## config.mk

```make
export PLATFORM = sky130hd
export DESIGN_NAME = compacting_list_store_core
export DESIGN_NICKNAME = d
export VERILOG_FILES = /design/src/rtl/clst_pkg.sv /design/src/rtl/compacting_list_store_core.sv /design/src/rtl/clst_cell.sv
export SDC_FILE = /design/constraint.sdc
export NUM_CORES = 1
export LEC_CHECK = 0
export BUFFER_PORTS_ARGS = -buffer_cell sky130_fd_sc_hd__buf_4
export CAP_MARGIN = 20
export CORE_MARGIN = 3
export CORE_UTILIZATION = 50
export DETAILED_ROUTE_END_ITERATION = 10
export PLACE_DENSITY = 0.68
export REMOVE_ABC_BUFFERS = 1
export SETUP_SLACK_MARGIN = 0.1
export SYNTH_ARGS = -nofsm -noshare
export SYNTH_HDL_FRONTEND = slang
export SYNTH_SLANG_ARGS = --single-unit
```

## constraint.sdc

```tcl
create_clock -name clock -period 4.45 [get_ports clock]
set_input_delay 0.89 -clock clock [delete_from_list [all_inputs] [get_ports clock]]
set_output_delay 0.89 -clock clock [all_outputs]
set_load 0.03 [all_outputs]
```

## src/rtl/clst_pkg.sv

```systemverilog
// Shared definitions for the compacting list store: operation codes,
// fixed field widths and the control bundle sent to every list cell.
// No dependencies.
`timescale 1ns / 1ps

package clst_pkg;

   // Operation codes carried on the func field.
   localparam int FUNC_W = 3;
   localparam logic [FUNC_W-1:0] FUNC_APPEND       = 3'd0;
   localparam logic [FUNC_W-1:0] FUNC_REMOVE_AT    = 3'd1;
   localparam logic [FUNC_W-1:0] FUNC_REMOVE_SET   = 3'd2;
   localparam logic [FUNC_W-1:0] FUNC_REMOVE_RANGE = 3'd3;
   localparam logic [FUNC_W-1:0] FUNC_READ         = 3'd4;

   // Fixed widths of the beat fields.
   localparam int INDEX_W     = 4;
   localparam int MASK_W      = 16;
   localparam int VALUE_W     = 32;
   localparam int COUNT_OUT_W = 5;

   // Number of list positions that an index or a mask bit can name.
   localparam int REACH = 16;

   // Per-cycle command broadcast to the chain of cells.
   typedef struct packed {
      logic mark;     // load the removal marks of the new operation
      logic shift;    // one compaction step: cells from the lowest mark on pull from the right
      logic append;   // write the append value into the cell at the tail
   } cell_ctl_type;

endpackage

```

## src/rtl/compacting_list_store_core.sv

```systemverilog
// Top level of the compacting list store: operation decode, count and
// result register around a chain of clst_cell instances.
// Depends on clst_pkg and clst_cell.
`timescale 1ns / 1ps

// An ordered, packed list of up to DEPTH entries held in a chain of cells.
// Each request beat carries one operation (append, remove at an index,
// remove the positions set in a mask, remove an inclusive range, or read)
// and yields exactly one response beat with the success flag, the count
// held afterwards and, for a successful read, the entry. The cells close
// the gaps one position per cycle, each step pulling every entry right
// of the lowest marked position one place left. Indexes and the mask
// reach positions 0 to 15 only. A new request is taken once the
// previous operation has settled, even while its response still waits
// in the output register.
module compacting_list_store_core #(
   parameter int DEPTH       = 16,
   parameter int ENTRY_WIDTH = 32
) (
   input  logic                               clock,
   input  logic                               reset,
   input  logic                               req_valid,
   output logic                               req_ready,
   input  logic [clst_pkg::FUNC_W-1:0]        req_func,
   input  logic [clst_pkg::VALUE_W-1:0]       req_entry_value,
   input  logic [clst_pkg::INDEX_W-1:0]       req_first_index,
   input  logic [clst_pkg::INDEX_W-1:0]       req_last_index,
   input  logic [clst_pkg::MASK_W-1:0]        req_remove_mask,
   output logic                               rsp_valid,
   input  logic                               rsp_ready,
   output logic                               rsp_ok,
   output logic [clst_pkg::COUNT_OUT_W-1:0]   rsp_held_count,
   output logic [clst_pkg::VALUE_W-1:0]       rsp_read_value
);

   localparam int COUNT_W = $clog2(DEPTH + 1);
   localparam int IDX_W   = clst_pkg::INDEX_W;
   localparam int CMP_W   = (COUNT_W > IDX_W + 1) ? COUNT_W : IDX_W + 1;
   localparam int REACH   = clst_pkg::REACH;
   localparam int VIEW    = (DEPTH < REACH) ? DEPTH : REACH;
   localparam int VW      = clst_pkg::VALUE_W;
   localparam int CW      = clst_pkg::COUNT_OUT_W;

   localparam logic S_IDLE = 1'b0;
   localparam logic S_WORK = 1'b1;

   logic                    state_ff, state_in;
   logic [COUNT_W-1:0]      count_ff, count_in;
   logic                    pend_ok_ff, pend_ok_in;
   logic [VW-1:0]           pend_read_ff, pend_read_in;
   logic                    rsp_valid_ff, rsp_valid_in;
   logic                    rsp_ok_ff, rsp_ok_in;
   logic [CW-1:0]           rsp_count_ff, rsp_count_in;
   logic [VW-1:0]           rsp_value_ff, rsp_value_in;

   logic                    accept;
   logic                    finish;
   logic                    any_drop;
   logic                    full;
   logic                    first_held;
   logic [CMP_W-1:0]        count_cmp;
   logic [CMP_W-1:0]        first_cmp;
   logic [CMP_W-1:0]        last_cmp;
   logic                    op_ok;
   logic                    op_append;
   logic                    op_read;
   logic [DEPTH-1:0]        mark_vec;
   logic [ENTRY_WIDTH-1:0]  append_value;
   logic [ENTRY_WIDTH-1:0]  read_word;
   clst_pkg::cell_ctl_type  cell_ctl;

   logic [ENTRY_WIDTH-1:0]  chain_value [DEPTH+1];
   logic                    chain_drop  [DEPTH+1];
   logic                    chain_carry [DEPTH+1];
   logic [ENTRY_WIDTH-1:0]  read_view   [REACH];

   assign req_ready = (state_ff == S_IDLE);
   assign accept    = req_valid & req_ready;

   // Comparisons of indexes against the held count, in a common width.
   assign count_cmp  = CMP_W'(count_ff);
   assign first_cmp  = CMP_W'(req_first_index);
   assign last_cmp   = CMP_W'(req_last_index);
   assign first_held = (first_cmp < count_cmp);
   assign full       = (count_ff == COUNT_W'(DEPTH));

   // Decode the operation into success, removal marks and side actions.
   always_comb begin
      int p;
      mark_vec  = '0;
      op_ok     = 1'b0;
      op_append = 1'b0;
      op_read   = 1'b0;
      unique case (req_func)
         clst_pkg::FUNC_APPEND: begin
            op_ok     = !full;
            op_append = !full;
         end
         clst_pkg::FUNC_REMOVE_AT: begin
            op_ok = first_held;
            for (p = 0; p < VIEW; p++) begin
               mark_vec[p] = first_held && (first_cmp == CMP_W'(p));
            end
         end
         clst_pkg::FUNC_REMOVE_SET: begin
            for (p = 0; p < VIEW; p++) begin
               mark_vec[p] = req_remove_mask[p] && (CMP_W'(p) < count_cmp);
            end
            op_ok = |mark_vec;
         end
         clst_pkg::FUNC_REMOVE_RANGE: begin
            // An end below the start marks nothing but still succeeds.
            op_ok = first_held;
            for (p = 0; p < VIEW; p++) begin
               mark_vec[p] = first_held && (CMP_W'(p) >= first_cmp)
                             && (CMP_W'(p) <= last_cmp) && (CMP_W'(p) < count_cmp);
            end
         end
         clst_pkg::FUNC_READ: begin
            op_ok   = first_held;
            op_read = first_held;
         end
         default: begin
         end
      endcase
   end

   // Read port over the positions an index can reach.
   for (genvar v = 0; v < REACH; v++) begin : g_view
      if (v < DEPTH) begin : g_held
         assign read_view[v] = chain_value[v];
      end else begin : g_none
         assign read_view[v] = '0;
      end
   end
   assign read_word    = read_view[req_first_index];
   assign append_value = ENTRY_WIDTH'(req_entry_value);

   // Command to the cells.
   assign cell_ctl.mark   = accept;
   assign cell_ctl.shift  = (state_ff == S_WORK) && any_drop;
   assign cell_ctl.append = accept && op_append;

   // The chain of cells; the right end feeds an empty, unmarked slot.
   assign chain_value[DEPTH] = '0;
   assign chain_drop[DEPTH]  = 1'b0;
   assign chain_carry[0]     = 1'b0;

   for (genvar i = 0; i < DEPTH; i++) begin : g_cell
      clst_cell #(
         .ENTRY_WIDTH (ENTRY_WIDTH)
      ) u_cell (
         .clock        (clock),
         .reset        (reset),
         .ctl          (cell_ctl),
         .mark         (mark_vec[i]),
         .append_hit   (count_ff == COUNT_W'(i)),
         .append_value (append_value),
         .next_value   (chain_value[i+1]),
         .next_drop    (chain_drop[i+1]),
         .carry_in     (chain_carry[i]),
         .value        (chain_value[i]),
         .drop         (chain_drop[i]),
         .carry_out    (chain_carry[i+1])
      );
   end

   assign any_drop = chain_carry[DEPTH];

   // The operation is done once no mark remains and the output slot is free.
   assign finish = (state_ff == S_WORK) && !any_drop && (!rsp_valid_ff || rsp_ready);

   // Sequencer and held count.
   always_comb begin
      state_in = state_ff;
      count_in = count_ff;
      unique case (state_ff)
         S_IDLE: begin
            if (accept) begin
               state_in = S_WORK;
               if (op_append) begin
                  count_in = count_ff + COUNT_W'(1);
               end
            end
         end
         S_WORK: begin
            if (any_drop) begin
               count_in = count_ff - COUNT_W'(1);
            end else if (finish) begin
               state_in = S_IDLE;
            end
         end
         default: begin
            state_in = S_IDLE;
         end
      endcase
   end

   // Result of the operation in flight, captured at acceptance.
   assign pend_ok_in   = accept ? op_ok : pend_ok_ff;
   assign pend_read_in = accept ? (op_read ? VW'(read_word) : '0) : pend_read_ff;

   // Output register.
   always_comb begin
      rsp_valid_in = rsp_valid_ff & ~rsp_ready;
      rsp_ok_in    = rsp_ok_ff;
      rsp_count_in = rsp_count_ff;
      rsp_value_in = rsp_value_ff;
      if (finish) begin
         rsp_valid_in = 1'b1;
         rsp_ok_in    = pend_ok_ff;
         rsp_count_in = CW'(count_ff);
         rsp_value_in = pend_read_ff;
      end
   end

   always_ff @(posedge clock) begin
      if (reset) begin
         state_ff     <= S_IDLE;
         count_ff     <= '0;
         rsp_valid_ff <= 1'b0;
      end else begin
         state_ff     <= state_in;
         count_ff     <= count_in;
         rsp_valid_ff <= rsp_valid_in;
      end
   end

   always_ff @(posedge clock) begin
      pend_ok_ff   <= pend_ok_in;
      pend_read_ff <= pend_read_in;
      rsp_ok_ff    <= rsp_ok_in;
      rsp_count_ff <= rsp_count_in;
      rsp_value_ff <= rsp_value_in;
   end

   assign rsp_valid      = rsp_valid_ff;
   assign rsp_ok         = rsp_ok_ff;
   assign rsp_held_count = rsp_count_ff;
   assign rsp_read_value = rsp_value_ff;

endmodule

```

## src/rtl/clst_cell.sv

```systemverilog
// One list position: an entry register and its removal mark.
// Depends on clst_pkg for the cell control bundle.
`timescale 1ns / 1ps

module clst_cell #(
   parameter int ENTRY_WIDTH = 32
) (
   input  logic                     clock,
   input  logic                     reset,
   input  clst_pkg::cell_ctl_type   ctl,
   input  logic                     mark,
   input  logic                     append_hit,
   input  logic [ENTRY_WIDTH-1:0]   append_value,
   input  logic [ENTRY_WIDTH-1:0]   next_value,
   input  logic                     next_drop,
   input  logic                     carry_in,
   output logic [ENTRY_WIDTH-1:0]   value,
   output logic                     drop,
   output logic                     carry_out
);

   logic [ENTRY_WIDTH-1:0] value_ff;
   logic [ENTRY_WIDTH-1:0] value_in;
   logic                   drop_ff;
   logic                   drop_in;
   logic                   move;

   // A cell moves when it or any cell to its left is still marked, so each
   // step squeezes out the lowest marked entry.
   assign move = ctl.shift & (carry_in | drop_ff);

   // Next content of the cell.
   always_comb begin
      value_in = value_ff;
      drop_in  = drop_ff;
      if (ctl.mark) begin
         drop_in = mark;
      end else if (move) begin
         value_in = next_value;
         drop_in  = next_drop;
      end
      if (ctl.append && append_hit) begin
         value_in = append_value;
      end
   end

   // The mark is control state and resets; the entry itself does not.
   always_ff @(posedge clock) begin
      if (reset) begin
         drop_ff <= 1'b0;
      end else begin
         drop_ff <= drop_in;
      end
   end

   always_ff @(posedge clock) begin
      value_ff <= value_in;
   end

   assign value     = value_ff;
   assign drop      = drop_ff;
   assign carry_out = carry_in | drop_ff;

endmodule

```

**Yosys cells after proc, flatten, opt, wreduce, memory -nomap -nowiden**

Index checks and enable logic that the tools add are counted.

- Register bits after elaboration: 606
- Memory bits (read-only): 0
- Latch bits: 0
- Bits in writable memories: 0
- Bits of input ports: 63
- Word-level logic and storage cells: 436
- Memories kept: 0
- Output and inout bits: 40

- Reductions and logical operators: 158
- Add/subtract/negate cells: 2
- Bitwise operators: 36
- Muxes and demuxes: 96
- $mul: 0
- Equal/unequal tests: 54
- Divide/modulo/power cells: 0
- Shifts and indexed selects: 0
- $lt $le $gt $ge: 50

Operator list:

| cell | number |
|---|---|
| 32-bit two-way mux | 50 |
| 32-bit binary-select mux with 4-bit select | 1 |
| 1-bit logical AND | 100 |
| 2-bit nonzero test | 32 |
| 16-bit one-hot mux with 3 select lines | 1 |
| 5-bit by 4-bit equality test with 1-bit output (second input constant) | 8 |
| 4-bit by 5-bit less-than comparator with 1-bit output (first input constant) | 8 |
| 1-bit two-way mux | 38 |
| 2-bit by 1-bit inequality test with 1-bit output (second input constant) | 19 |
| 4-bit equality test (second input constant) | 8 |
| 4-bit greater-or-equal comparator (first input constant) | 8 |
| 4-bit <= comparator (first input constant) | 8 |
| 2-bit AND reduction | 16 |
| 5-bit by 3-bit equality test with 1-bit output (second input constant) | 4 |
| 3-bit by 5-bit less-than comparator with 1-bit output (first input constant) | 4 |
| 1-bit bitwise AND | 18 |
| 4-bit by 3-bit equality test with 1-bit output (second input constant) | 4 |
| 3-bit by 4-bit greater-or-equal comparator with 1-bit output (first input constant) | 4 |
| 3-bit by 4-bit <= comparator with 1-bit output (first input constant) | 4 |
| 16-bit OR reduction | 1 |
| 5-bit two-way mux | 3 |
| 1-bit OR | 15 |
| 5-bit by 2-bit equality test with 1-bit output (second input constant) | 2 |
| 5-bit zero test | 2 |
| 27 further kinds | 38 |

**Longest topological paths before layout**

- Depth in word-level cells: 21
- Depth in mapped cells: 9
- Gate-level depth less buffers: 7

**Hierarchy**

From an unflattened synthesis, not the netlist that was laid out.

- Cell total of the unflattened synthesis: 1768
- Area, all modules: 32889.0 sq um

By module, submodules not included:

| module | sequential area each (sq um) | times used | cells each | area each (sq um) |
|---|---|---|---|---|
| clst_cell | 980.9 | 16 | 76 | 1572.8 |
| compacting_list_store_core | 2272.2 | 1 | 552 | 7724.9 |

**Worst setup path before layout**

Ideal clock, no wire load.

- Kind: input-to-reg
- From: input port req_func[0] in the netlist's numbering
- To: register g_cell[1].u_cell.value_ff[0] (enable)
- Path slack: 693 ps
- Setup time: 658 ps
- Data required time: 3792 ps
- Stages on the path: 7
- Path buffers: 2
- Data arrival time: 3099 ps
- Path through: clkbuf_1 nor2_1 nand2_1 nor2_1 nand2_1 buf_1 o21ai_0

- Cells in the longest elaborated chain, start to end: 6
- Elaborated cells between the ends (all ways): 7
- Classes of those cells: 1 x eq/ne; 1 x mux; 5 x reduce/logical

RTL lines:

| what | RTL line | source |
|---|---|---|
| start: declaration | compacting_list_store_core.sv:24 | `input logic [clst_pkg::FUNC_W-1:0] req_func,` |
| 3-bit zero test * | compacting_list_store_core.sv:94 | `unique case (req_func)` |
| 1-bit two-way mux * | compacting_list_store_core.sv:94 |  |
| 1-bit logical AND * | compacting_list_store_core.sv:142 | `assign cell_ctl.append = accept && op_append;` |
| 1-bit logical AND * | clst_cell.sv:42 | `if (ctl.append && append_hit) begin` |
| 2-bit by 1-bit inequality test with 1-bit output (no line) or 2-bit nonzero test (tied branches) | - |  |
| 2-bit AND reduction (no line) * | - |  |
| end signal: assignment | clst_cell.sv:57 | `value_ff <= value_in;` |
| end: declaration | clst_cell.sv:22 | `logic [ENTRY_WIDTH-1:0] value_ff;` |

Every way passes the cells marked *; elsewhere a longest branch is shown, timed or not.
A chain may end at the register's enable or synchronous reset.

**Worst setup path in the final report**

- From: register g_cell[3].u_cell.drop_ff
- To: register g_cell[14].u_cell.value_ff[5] (enable)

- Cells in the longest elaborated chain, start to end: 17

RTL lines:

| what | RTL line | source |
|---|---|---|
| start: declaration | clst_cell.sv:24 | `logic drop_ff;` |
| start signal: assignment | clst_cell.sv:52 | `drop_ff <= drop_in;` |
| 1-bit OR * (11 in a row) | clst_cell.sv:62 | `assign carry_out = carry_in \| drop_ff;` |
| 1-bit OR * | clst_cell.sv:30, clst_cell.sv:62 |  |
| 1-bit OR | clst_cell.sv:62 |  |
| 1-bit logical AND | compacting_list_store_core.sv:141 | `assign cell_ctl.shift = (state_ff == S_WORK) && any_drop;` |
| 1-bit bitwise AND * | clst_cell.sv:30 | `assign move = ctl.shift & (carry_in \| drop_ff);` |
| 2-bit nonzero test (no line) * | - |  |
| 2-bit AND reduction (no line) * | - |  |
| end signal: assignment | clst_cell.sv:57 |  |
| end: declaration | clst_cell.sv:22 |  |

Marks and branches as above.

==> metrics <==
status=complete, no violations; core area=59240 um2; Num CTS Buffers=68; CP required=4.81 ns; total grt overflow=0; Area Growth Syn to Fin=12.98%; total number of vias=17.81k; WL per Instance=31.48 um; leakage=11.47 nW; Post-synth ARST share=0%; number of global-route vias before repair=18.41k; Worst path max stage delay=0.75 ns; register clock-pin slew on the reported worst setup and hold paths=0.06 ns; minimum clock period=3.375 ns; fmax=296.3 MHz; Worst Tran Pin Value=1.064 ns; Clock Latency Late Sink=0.62 ns; met1 GRT Util=37.55%; CTS Hold Bufs=0; Syn. warnings=0; Starting Density=50.77%; Cell Pwr Density=448.0 nW/um2; Final Hold Vio Count=0; Boundary Pins=103; Synth Instances=1800; Final Skew=0.01675 ns; Clock Tree Buf Depth=3; slowest CP cell=or4_1; WP data arrival=3.74 ns; Top delay family on crit path=simple AND/OR/NAND/NOR gates; post-CTS sizing=0; Die X=251.3 um; RSZ-0062 raised after global routing=false; peak supply drop=0.2508 mV; Final ANT Viol Nets=0; Post-Route WL=85.18 mm; instance count on the critical path=6; GRT busiest layer=met2; Max Cap Viol=0; Iter 0 DRT Violations=1777; CP Capture Point=g_cell[14].u_cell.value[5]$_DFFE_PP_; row count=89; Cell Chain, Critical Path=or4_1 -> nor3_1 -> nand2_1 -> o21ai_0 -> nand2_2 -> buf_12; first-pass GRT wire length=125.6 mm; Yosys reg bits=606; min-delay src=pend_ok_ff$_DFFE_PP_; worst-path maximum fanout=18; clk sink count=606; Total Power=15.22 mW; via/cell ratio=6.583; largest net degree at the start of global routing=80; root buf cell=clkbuf_16; CP startpoint=g_cell[3].u_cell.drop$_SDFFE_PP0P_; DRC=0; worst path bufs/invs=1; die area=63130 um2; Critical Path End Type=flip-flop; reg2reg end=g_cell[14].u_cell.value[5]$_DFFE_PP_; Die H=251.3 um; register area share after synthesis=59.74%; number of port buffers=102; CTS tree=built; Slew Viols, Final=0; Max-slew headroom=28.79%; nets=1950; initial antenna violation count=2; overall routing resource usage=27.10%; Total Neg Setup Slack=0 ns; post-CTS repair timing setup buffer count=0; RR Startpoint=g_cell[3].u_cell.drop$_SDFFE_PP0P_; CP Launch Type=flip-flop; gpl congestion=0.9011; top_reg_cell synth=edfxtp_1; HPWL Detailed=49.66 mm; H-tree lvl count=3; Mean Syn Cell Area=16.71 um2; number of flops mapped to enable cells by yosys=583; met2 Resource Use GR=44.58%; share of cells above drive strength 1=49.15%; DRT Pass-1 Iters=5; Final Cycle Share=75.85%; Reg2Reg Depth=6; Cell variety after synth=70; met3 Use GR=4.324%; type of the worst setup path=reg -> reg; Fill cells=4590; Mapped Area=30080 um2; Worst Hold Class=reg -> reg; final count of negative-setup-slack endpoints=0; r2r setup slk=1.07 ns
## area by class of cell
type	instances	area, um2	area share (%)
Antenna cell	2	5.005	0.01473
Timing Repair Buffer	165	1325	3.899
Clock inverter	38	315.3	0.9279
Multi-Input combinational cell	1026	11530	33.93
Tap cell	773	967.2	2.846
Clock buffer	84	1826	5.372
Inverter	12	45.04	0.1326
Sequential cell	606	17970	52.87
## per-stage QoR
step | cell area (um2) | hold slack (ns) | worst slack [ns] | instances | utilization [%]
floorplan | 29400 | 0.4003 | 0.06071 | 1644 | -
global placement | 31840 | 0.4013 | 0.9114 | 2582 | 53.74
detailed placement | 31840 | 0.4045 | 0.9314 | 2582 | 53.74
CTS | 33980 | 0.4168 | 1.193 | 2704 | 57.35
global route | 33980 | 0.4201 | 1.023 | 2705 | 57.36
finish | 33980 | 0.4171 | 1.075 | 2706 | 57.36
## worst min-delay path by stage
stage,end,cells after the start
finish,rsp_ok$_DFFE_PP_,0
global route,rsp_ok$_DFFE_PP_,0
CTS,rsp_ok$_DFFE_PP_,0
detailed placement,rsp_ok$_DFFE_PP_,0
global placement,rsp_ok$_DFFE_PP_,0
floorplan,rsp_ok$_DFFE_PP_,0
## cells in the final DEF (no fill, tap or decap), types with 8 or more instances in the layout
cell       instances
a211oi_1          11
a21oi_1           26
a31oi_1           13
and3_1            35
buf_4            157
clkbuf_1          13
clkbuf_16         71
clkinv_1          15
clkinv_2          10
dfxtp_1           23
edfxtp_1         583
ha_1               8
inv_1             11
mux2_2           480
mux4_2           160
nand2_1           26
nand2_2           24
nand3_1           13
nor2_1            36
nor2b_1           34
nor3_1            20
o21ai_0           19
o21ai_4            8
o31ai_1            9
## routing by layer
layer | up-vias | part of all wire, %
li1 | 7450 | -
met1 | 9469 | 41
met2 | 765 | 49
met3 | 130 | 7.0
met4 | 0 | 2.5
met5 | - | 0
## state kept, by name, indices dropped and copies added (netlist names)
name	cells
g_cell.u_cell.value	512
pend_read_ff	32
rsp_read_value	32
g_cell.u_cell.drop	16
count_cmp	5
rsp_held_count	5
pend_ok_ff	1
rsp_ok	1
rsp_valid	1
state_ff	1
## cells in the mapped netlist (4+ instances only)
library cell	n	area, um2
nor2b_1	34	212.7
nor3_1	20	100.1
o211ai_1	4	30.03
a211oi_1	11	82.58
dfxtp_1	23	460.4
mux2_2	480	5405
o31ai_1	9	67.56
edfxtp_1	583	17510
mux4_2	160	3603
nand2b_1	4	25.02
buf_2	57	285.3
nand3_1	14	70.07
a221oi_1	5	43.79
or3_1	5	31.28
nor3b_1	7	52.55
o22ai_1	6	37.54
a32oi_1	5	43.79
a31oi_1	13	81.33
inv_1	11	41.29
nand4_1	6	37.54
and3_1	36	225.2
a21oi_1	26	130.1
buf_1	20	75.07
nand2_1	47	176.4
o21ai_0	26	130.1
clkbuf_1	76	285.3
xnor2_1	4	35.03
nor2_1	36	135.1
or2_2	5	31.28
ha_1	8	100.1
## power breakdown
| part | internal, mW | switching (mW) | leakage [nW] | total [mW] |
|---|---|---|---|---|
| registers | 7.07 | 0.289 | 5.61 | 7.36 |
| clock network | 3.16 | 2.33 | 1.04 | 5.48 |
| logic | 0.995 | 1.39 | 4.83 | 2.38 |
| total | 11.2 | 4.00 | 11.5 | 15.2 |
## cell families (layout without fill, tap and decap cells)
kind of cell,count (synthesis),count (layout),share of synthesized area [%]
xor+xnor,4,4,0.1165
buf+inv,168,299,2.388
other cells,0,2,0
fa+ha+maj,10,10,0.3994
simple gates,236,236,4.301
flops,606,606,59.74
mux,640,640,29.95
compound gates,136,136,3.108
Power figures use the tool's default switching activity.
